--- src/otrb_pkg.sv ---
`default_nettype none

package otrb_pkg;

	localparam int BYTE_W     = 8;
	localparam int CFG_W      = 13;
	localparam int CNT_W      = 7;
	localparam int USED_W     = 13;
	localparam int IN_DATA_W  = 16;
	localparam int IN_USER_W  = 2;
	localparam int OUT_DATA_W = 24;
	localparam int OUT_USER_W = 2;

	localparam logic [1:0] OPC_APPEND = 2'd0;
	localparam logic [1:0] OPC_READ   = 2'd1;
	localparam logic [1:0] OPC_QUERY  = 2'd2;

	localparam logic KIND_DATA = 1'b0;
	localparam logic KIND_USED = 1'b1;

	typedef enum logic [1:0] {
		OP_APPEND,
		OP_READ,
		OP_QUERY
	} cmd_op_t;

	typedef struct packed {
		cmd_op_t           op;
		logic [BYTE_W-1:0] data;
		logic [CNT_W-1:0]  count;
	} cmd_t;

	typedef struct packed {
		logic valid;
		cmd_t cmd;
	} cmd_req_t;

endpackage

`default_nettype wire

--- src/otrb_front.sv ---
`default_nettype none

module otrb_front import otrb_pkg::*; #(
	parameter int MAX_READ = 64
) (
	input  wire logic                 clk,
	input  wire logic                 arst_n,
	input  wire logic                 s_tvalid,
	output logic                      s_tready,
	input  wire logic [IN_DATA_W-1:0] s_tdata,   // log_byte[7:0], read_count[14:8], pad
	input  wire logic [IN_USER_W-1:0] s_tuser,   // opcode[1:0]
	output cmd_req_t                  q_req,
	input  wire logic                 q_pop
);

	cmd_t             dec_cmd;
	logic             dec_keep;
	logic [CNT_W-1:0] rc;

	cmd_t       fifo_q [2];
	logic       wr_ptr_q;
	logic       rd_ptr_q;
	logic [1:0] cnt_q;
	logic       push;
	logic       pop;

	assign rc = s_tdata[BYTE_W +: CNT_W];

	always_comb begin
		dec_cmd.data  = s_tdata[BYTE_W-1:0];
		dec_cmd.count = (rc > CNT_W'(MAX_READ)) ? CNT_W'(MAX_READ) : rc;
		dec_cmd.op    = OP_APPEND;
		dec_keep      = 1'b1;
		unique case (s_tuser)
			OPC_APPEND: dec_cmd.op = OP_APPEND;
			OPC_READ:   dec_cmd.op = OP_READ;
			OPC_QUERY:  dec_cmd.op = OP_QUERY;
			default:    dec_keep   = 1'b0;
		endcase
	end

	assign s_tready = (cnt_q != 2'd2);
	assign push     = s_tvalid && s_tready && dec_keep;
	assign pop      = q_pop && (cnt_q != 2'd0);

	always_ff @(posedge clk or negedge arst_n) begin
		if (!arst_n) begin
			wr_ptr_q <= 1'b0;
			rd_ptr_q <= 1'b0;
			cnt_q    <= 2'd0;
		end else begin
			if (push) begin
				wr_ptr_q <= ~wr_ptr_q;
			end
			if (pop) begin
				rd_ptr_q <= ~rd_ptr_q;
			end
			if (push && !pop) begin
				cnt_q <= cnt_q + 2'd1;
			end else if (pop && !push) begin
				cnt_q <= cnt_q - 2'd1;
			end
		end
	end

	always_ff @(posedge clk) begin
		if (push) begin
			fifo_q[wr_ptr_q] <= dec_cmd;
		end
	end

	assign q_req.valid = (cnt_q != 2'd0);
	assign q_req.cmd   = fifo_q[rd_ptr_q];

endmodule

`default_nettype wire

--- config.mk ---
export PLATFORM = sky130hd
export DESIGN_NAME = otrb_front
export DESIGN_NICKNAME = d
export VERILOG_FILES = /design/src/otrb_pkg.sv /design/src/otrb_front.sv
export SDC_FILE = /design/constraint.sdc
export NUM_CORES = 1
export LEC_CHECK = 0
export BUFFER_PORTS_ARGS = -buffer_cell sky130_fd_sc_hd__buf_4
export CORE_UTILIZATION = 30
export DETAILED_ROUTE_END_ITERATION = 16
export SLEW_MARGIN = 20
export SYNTH_ARGS = -nofsm -noshare
export SYNTH_HDL_FRONTEND = slang
export SYNTH_SLANG_ARGS = --single-unit
--- constraint.sdc ---
create_clock -name clk -period 1.8 [get_ports clk]
set_input_delay 0.09 -clock clk [delete_from_list [all_inputs] [get_ports clk]]
set_output_delay 0.09 -clock clk [all_outputs]
set_load 0.02 [all_outputs]
==> results of run 1 <==
==> through the flow <==
step / setup TNS [ns] / instance area (µm²) / hold slack (ns)
after floorplan: -1.73 / 1540 / -0.206
after global placement: 0 / 1930 / -0.111
after detailed placement: 0 / 1930 / -0.109
after CTS: 0 / 2100 / 0.0492
after global routing: 0 / 2100 / 0.0480
final: 0 / 2100 / 0.0600
==> routing by layer <==
metal  wire length (µm)  global-route usage  vias up
li1                   -                   -      411
met2               1320               0.165       26
met1                933               0.110      388
met3                184              0.0494        5
met5                  0                   0        -
met4                 34              0.0385        0
==> placed cells by master, fill, tap and decap left out <==
cell and instances:
nand3_2 1, mux2_4 9, clkinv_2 1, inv_1 2, clkinvlp_4 1, nand2_1 1, xor2_1 2, edfxtp_1 34
nor2b_1 8, nor2_1 3, nand2_2 1, dlygate4sd3_1 9, ha_1 1, dfrtp_1 4, clkinv_1 1, clkbuf_8 5
mux2_2 8, nand2b_2 1, buf_4 45, or2_1 1, xnor2_1 3
==> final cells by class <==
| cell class | count | share of cell area |
|---|---|---|
| clock buffers | 5 | 0.0327 |
| clock inverters | 3 | 0.00773 |
| inverters | 2 | 0.00357 |
| multi-input cells | 39 | 0.180 |
| flip-flops and latches | 38 | 0.533 |
| well taps | 67 | 0.0399 |
| repair buffers | 54 | 0.203 |
==> state kept, by name, summed over array words and instances, names as in the netlist <==
name	count
cnt_q	2
fifo_q	34
rd_ptr_q	1
wr_ptr_q	1
==> logic make-up (layout without fill, tap and decap cells) <==
logic type | Yosys count | after routing | synth area share
xor gates and xnor gates | 5 | 5 | 0.0284
adders and majority gates | 1 | 1 | 0.00812
buffers and inverters | 5 | 64 | 0.0276
DFF | 38 | 38 | 0.727
muxes | 17 | 17 | 0.146
and+or+nand+nor | 16 | 16 | 0.0625
==> worst max-delay path: stages (launching register included) <==
cell,delay (ns)
dfrtp_1,0.42
nand2b_2,0.21
nand3_2,0.12
inv_1,0.05
ha_1,0.32
nor2_1,0.14
xor2_1,0.18
==> power by group through the flow <==
| stage | Sequential [µW] | Clock, µW | Combinational [µW] |
|---|---|---|---|
| after floorplan | 1250 | 0 | 850 |
| after global placement | 1250 | 0 | 1210 |
| after detailed placement | 1270 | 0 | 1240 |
| after CTS | 1250 | 555 | 1260 |
| after global routing | 1260 | 597 | 1330 |
| final | 1240 | 535 | 1240 |
==> worst min-delay path by stage <==
stage	from	endpoint	slack [ns]	depth (start not counted)
floorplan	arst_n	cnt_q[0]	-0.21	0
global placement	arst_n	cnt_q[0]	-0.11	1
detailed placement	arst_n	cnt_q[0]	-0.11	1
CTS	s_tdata[14]	fifo_q[0][6]	0.05	1
global route	s_tdata[14]	fifo_q[1][6]	0.05	1
finish	s_tdata[14]	fifo_q[0][6]	0.06	1
==> impl_metrics.env, run 1 <==
export IMPL_status="finished clean"
export IMPL_cts_tree="built"
export IMPL_drv_slew=0
export IMPL_end_kind="flop"
export IMPL_fillers=449
export IMPL_cts_sinks=38
export IMPL_final_core_util=0.434
export IMPL_dp_slack_ns=0.293
export IMPL_fmax_ghz=0.662
export IMPL_ys_top_cells_by_count="edfxtp_1 (34), mux2_4 (9), mux2_2 (8), nor2b_1 (8), dfrtp_1 (4)"
export IMPL_yosys_warnings=0
export IMPL_syn_inst=82
export IMPL_regArea_um2=1120
export IMPL_ctsHoldBuffers=9
export IMPL_startpoint_type="flop"
export IMPL_switching_power_uw=955
export IMPL_synth_edf_count=34
export IMPL_fin_crit_ns=1.51
export IMPL_vias_per_cell=3.99
export IMPL_synthToLayoutAreaGrowth_pct=36.4
export IMPL_place_detailed_instances=191
export IMPL_synth_seq_area_share=0.727
export IMPL_cts_root_buffer="clkbuf_8"
export IMPL_crit_arrival_ns=1.71
export IMPL_nets=163
export IMPL_clock_skew_ns=0.00174
export IMPL_pwr_share_clk=0.177
export IMPL_coreArea_um2=4850
export IMPL_dp_hpwl_um=1830
export IMPL_antenna_found_initial=0
export IMPL_yosys_area_top_type="edfxtp_1"
export IMPL_rr_startpoint="cnt_q[0]"
export IMPL_drc=0
export IMPL_grt_max_degree=13
export IMPL_grtUsageTotal=0.100
export IMPL_drive_gt1_frac=0.511
export IMPL_rr_worst_depth=6
export IMPL_hold_class="input pin to flop"
export IMPL_relSlewSlack=0.883
export IMPL_antennaDiodeCount=0
export IMPL_regToRegSetupSlack_ns=0.29
export IMPL_p_leak_uw=0.000841
export IMPL_setup_violations=0
export IMPL_ctsHtreeMaxLevel=2
export IMPL_io_pins=41
export IMPL_port_buffers=39
export IMPL_synth_distinct_cells=18
export IMPL_fp_dieH_um=73.7
export IMPL_routabilityCongestion=0.611
export IMPL_critical_path_class="flop to flop"
export IMPL_die_w_um=73.7
export IMPL_grt_setup_unrepaired="false"
export IMPL_crit_end="cnt_q[1]"
export IMPL_cts_setup_buffers=0
export IMPL_internal_power_uw=2060
export IMPL_multi_input_area_um2=378
export IMPL_start_util=0.318
export IMPL_drt_wirelength_per_cell_um=11.9
export IMPL_synthFlopType="edfxtp_1"
export IMPL_ir_worst_vdd_v=0.000654
export IMPL_combPwrFrac=0.410
export IMPL_postRouteAntennaNets=0
export IMPL_netSwitchingFraction=0.316
export IMPL_avgSynthCellArea_um2=18.8
export IMPL_dr_pass1_iters=4
export IMPL_grt_pass1_wl_um=3870
export IMPL_finalWirelength_um=2470
export IMPL_p_per_area_nw_per_um2=1430
export IMPL_p_total_uw=3020
export IMPL_ys_seq_elements=38
export IMPL_r2r_end="cnt_q[1]"
export IMPL_syn_num_nets=105
export IMPL_fin_ws_ns=0.290
export IMPL_fin_crit_sh=0.839
export IMPL_seq_power_share=0.413
export IMPL_rows=25
export IMPL_syn_cell_area_um2=1540
export IMPL_worstPathRequired_ns=2.00
export IMPL_initialDrtViolationCount=19
export IMPL_ys_top_cells_by_area="edfxtp_1 (66%), mux2_4 (8.8%), dfrtp_1 (6.5%)"
export IMPL_clockBufferDepth=2
export IMPL_yosysTopAreaCellShare=0.662
export IMPL_clk_pin_slew_ns=0.07
export IMPL_overflow=0
export IMPL_ys_async_sr_fraction=0.105
export IMPL_finalHoldViolCount=0
export IMPL_critPathMaxFanout=4
export IMPL_worstMarginPinSlew_ns=0.176
export IMPL_cts_made_buffers=5
export IMPL_post_cts_resized=0
export IMPL_vias=830
export IMPL_stdcell_count=208
export IMPL_critPathLaunch="cnt_q[0]"
export IMPL_grt_pass1_vias=870
export IMPL_fp_dieArea_um2=5430
export IMPL_yosysMostFrequentCell="edfxtp_1"
export IMPL_clk_latency_ns=0.28
export IMPL_max_cap_violations=0
Power figures use the tool's default switching activity.
==> run 2: changes to the inputs <==
Clock period 1.8 ns to 1.51 ns, I/O delays scaled along.
==> run 2 against run 1 <==
Net effect: utilization increased by 0.83 points; worst setup slack worse by 0.22 ns; non-clock buffer count is 4 higher; clock skew rose by 0.0024 ns; sequential power grew 19%; sequential share of layout area down 1.0 points; via count increased by 0.24%; critical path depth fell by 3; largest cell class unchanged; highest routed layer unchanged.
==> impl_metrics.env, run 2 (synthesis gave the netlist of run 1 again) <==
export IMPL_status="finished clean"
export IMPL_rr_worst_depth=6
export IMPL_p_per_area_nw_per_um2=1720
export IMPL_critPathMaxFanout=11
export IMPL_postRouteAntennaNets=0
export IMPL_finalWirelength_um=2410
export IMPL_fp_dieH_um=73.7
export IMPL_drv_slew=0
export IMPL_setup_violations=0
export IMPL_clockBufferDepth=2
export IMPL_max_cap_violations=0
export IMPL_seq_power_share=0.399
export IMPL_grt_max_degree=13
export IMPL_cts_root_buffer="clkbuf_8"
export IMPL_reg_largest_list="fifo_q: 34 flops, cnt_q: 2 flops"
export IMPL_fp_dieArea_um2=5430
export IMPL_pwr_share_clk=0.173
export IMPL_crit_arrival_ns=1.37
export IMPL_worstMarginPinSlew_ns=0.179
export IMPL_worstHoldStart="s_tdata[14]"
export IMPL_ir_worst_vdd_v=0.000850
export IMPL_switching_power_uw=1160
export IMPL_p_leak_uw=0.000866
export IMPL_antennaDiodeCount=0
export IMPL_start_util=0.318
export IMPL_top_register="fifo_q"
export IMPL_nets=167
export IMPL_drt_wirelength_per_cell_um=11.4
export IMPL_cts_sinks=38
export IMPL_design_area_um2=2140
export IMPL_rr_startpoint="cnt_q[1]"
export IMPL_clk_pin_slew_ns=0.07
export IMPL_io_pins=41
export IMPL_grt_pass1_wl_um=3800
export IMPL_clock_skew_ns=0.00418
export IMPL_routabilityCongestion=0.618
export IMPL_cts_tree="built"
export IMPL_layout_commonest_cell="buf_4"
export IMPL_startpoint_type="flop"
export IMPL_dr_pass1_iters=2
export IMPL_layout_common_cells="buf_4 (49), edfxtp_1 (34), mux2_4 (9), dlygate4sd3_1 (9)"
export IMPL_drive_gt1_frac=0.538
export IMPL_port_buffers=39
export IMPL_grt_pass1_vias=859
export IMPL_hold_class="input pin to flop"
export IMPL_crit_end="q_req[6]"
export IMPL_regToRegSetupSlack_ns=0.08
export IMPL_clk_latency_ns=0.28
export IMPL_combPwrFrac=0.429
export IMPL_end_kind="primary output"
export IMPL_antenna_found_initial=0
export IMPL_vias=832
export IMPL_drc=0
export IMPL_die_w_um=73.7
export IMPL_fmax_ghz=0.693
export IMPL_synthToLayoutAreaGrowth_pct=39.0
export IMPL_vias_per_cell=3.92
export IMPL_timing_hold_ws_ns=0.0429
export IMPL_critPathLaunch="rd_ptr_q"
export IMPL_place_area_um2=1940
export IMPL_ctsHtreeMaxLevel=2
export IMPL_grtUsageTotal=0.0971
export IMPL_largest_reg_flops=34
export IMPL_critical_path_class="flop to primary output"
export IMPL_worstPathRequired_ns=1.43
export IMPL_fin_crit_ns=1.44
export IMPL_cts_made_buffers=5
export IMPL_finalHoldViolCount=0
export IMPL_relSlewSlack=0.880
export IMPL_r2r_end="fifo_q[1][7]"
export IMPL_overflow=0
export IMPL_p_total_uw=3690
export IMPL_internal_power_uw=2530
export IMPL_initialDrtViolationCount=22
export IMPL_netSwitchingFraction=0.315
export IMPL_rows=25
export IMPL_fin_crit_sh=0.955
export IMPL_coreArea_um2=4850
export IMPL_dp_hpwl_um=1690
==> run 2: cell type report <==
class                      count  area (µm²)
fill                         441        2710
sequential                    38        1120
timing repair buffer          58         458
multi-input combinational     39         388
tap                           67        83.8
clock buffer                   5        68.8
clock inverter                 3        16.3
inverter                       2        7.51
==> run 2: power by group through the flow <==
stage,combinational [µW],sequential [µW],clock [µW]
after global placement,1470,1500,0
after detailed placement,1490,1510,0
after global routing,1690,1490,703
after CTS,1520,1480,668
final,1580,1470,638
after floorplan,1020,1490,0
==> run 2: how the worst min path moves through the flow <==
stage	to	slack, ns	depth (start not counted)
2_1_floorplan	cnt_q[0]	-0.22	0
3_3_place_gp	cnt_q[0]	-0.12	1
3_5_place_dp	cnt_q[0]	-0.12	1
4_1_cts	fifo_q[0][6]	0.03	1
5_1_grt	fifo_q[0][6]	0.03	1
6_report	fifo_q[0][6]	0.04	1
==> run 2: metrics by stage <==
step                std cells  TNS (ns)  worst slack (ns)  utilization
global route              212  -0.00428          -0.00113        0.442
global placement          192         0             0.135        0.400
CTS                       209         0            0.0409        0.436
finish                    212         0            0.0678        0.442
floorplan                  82     -2.73           -0.0802            -
detailed placement        192         0            0.0772        0.400
==> run 2: layer usage <==
metal	wire, µm	track usage	up-vias
met5	0	0	-
met4	12	0.0513	0
met3	101	0.0288	2
met2	1290	0.157	24
met1	1010	0.117	388
li1	-	-	418
==> run 2: repair_timing <==
item / CTS / global route
hold buffers: 9 / 0
endpoints found under the setup margin: 0 / 1
endpoints found under the hold margin: 20 / 0
buffers inserted: 0 / 3
resized for setup: 0 / 1
==> run 2: critical path: stages (launching register included) <==
cell     delay [ns]
dfrtp_1        0.35
buf_4          0.21
mux2_2         0.36
buf_4          0.16
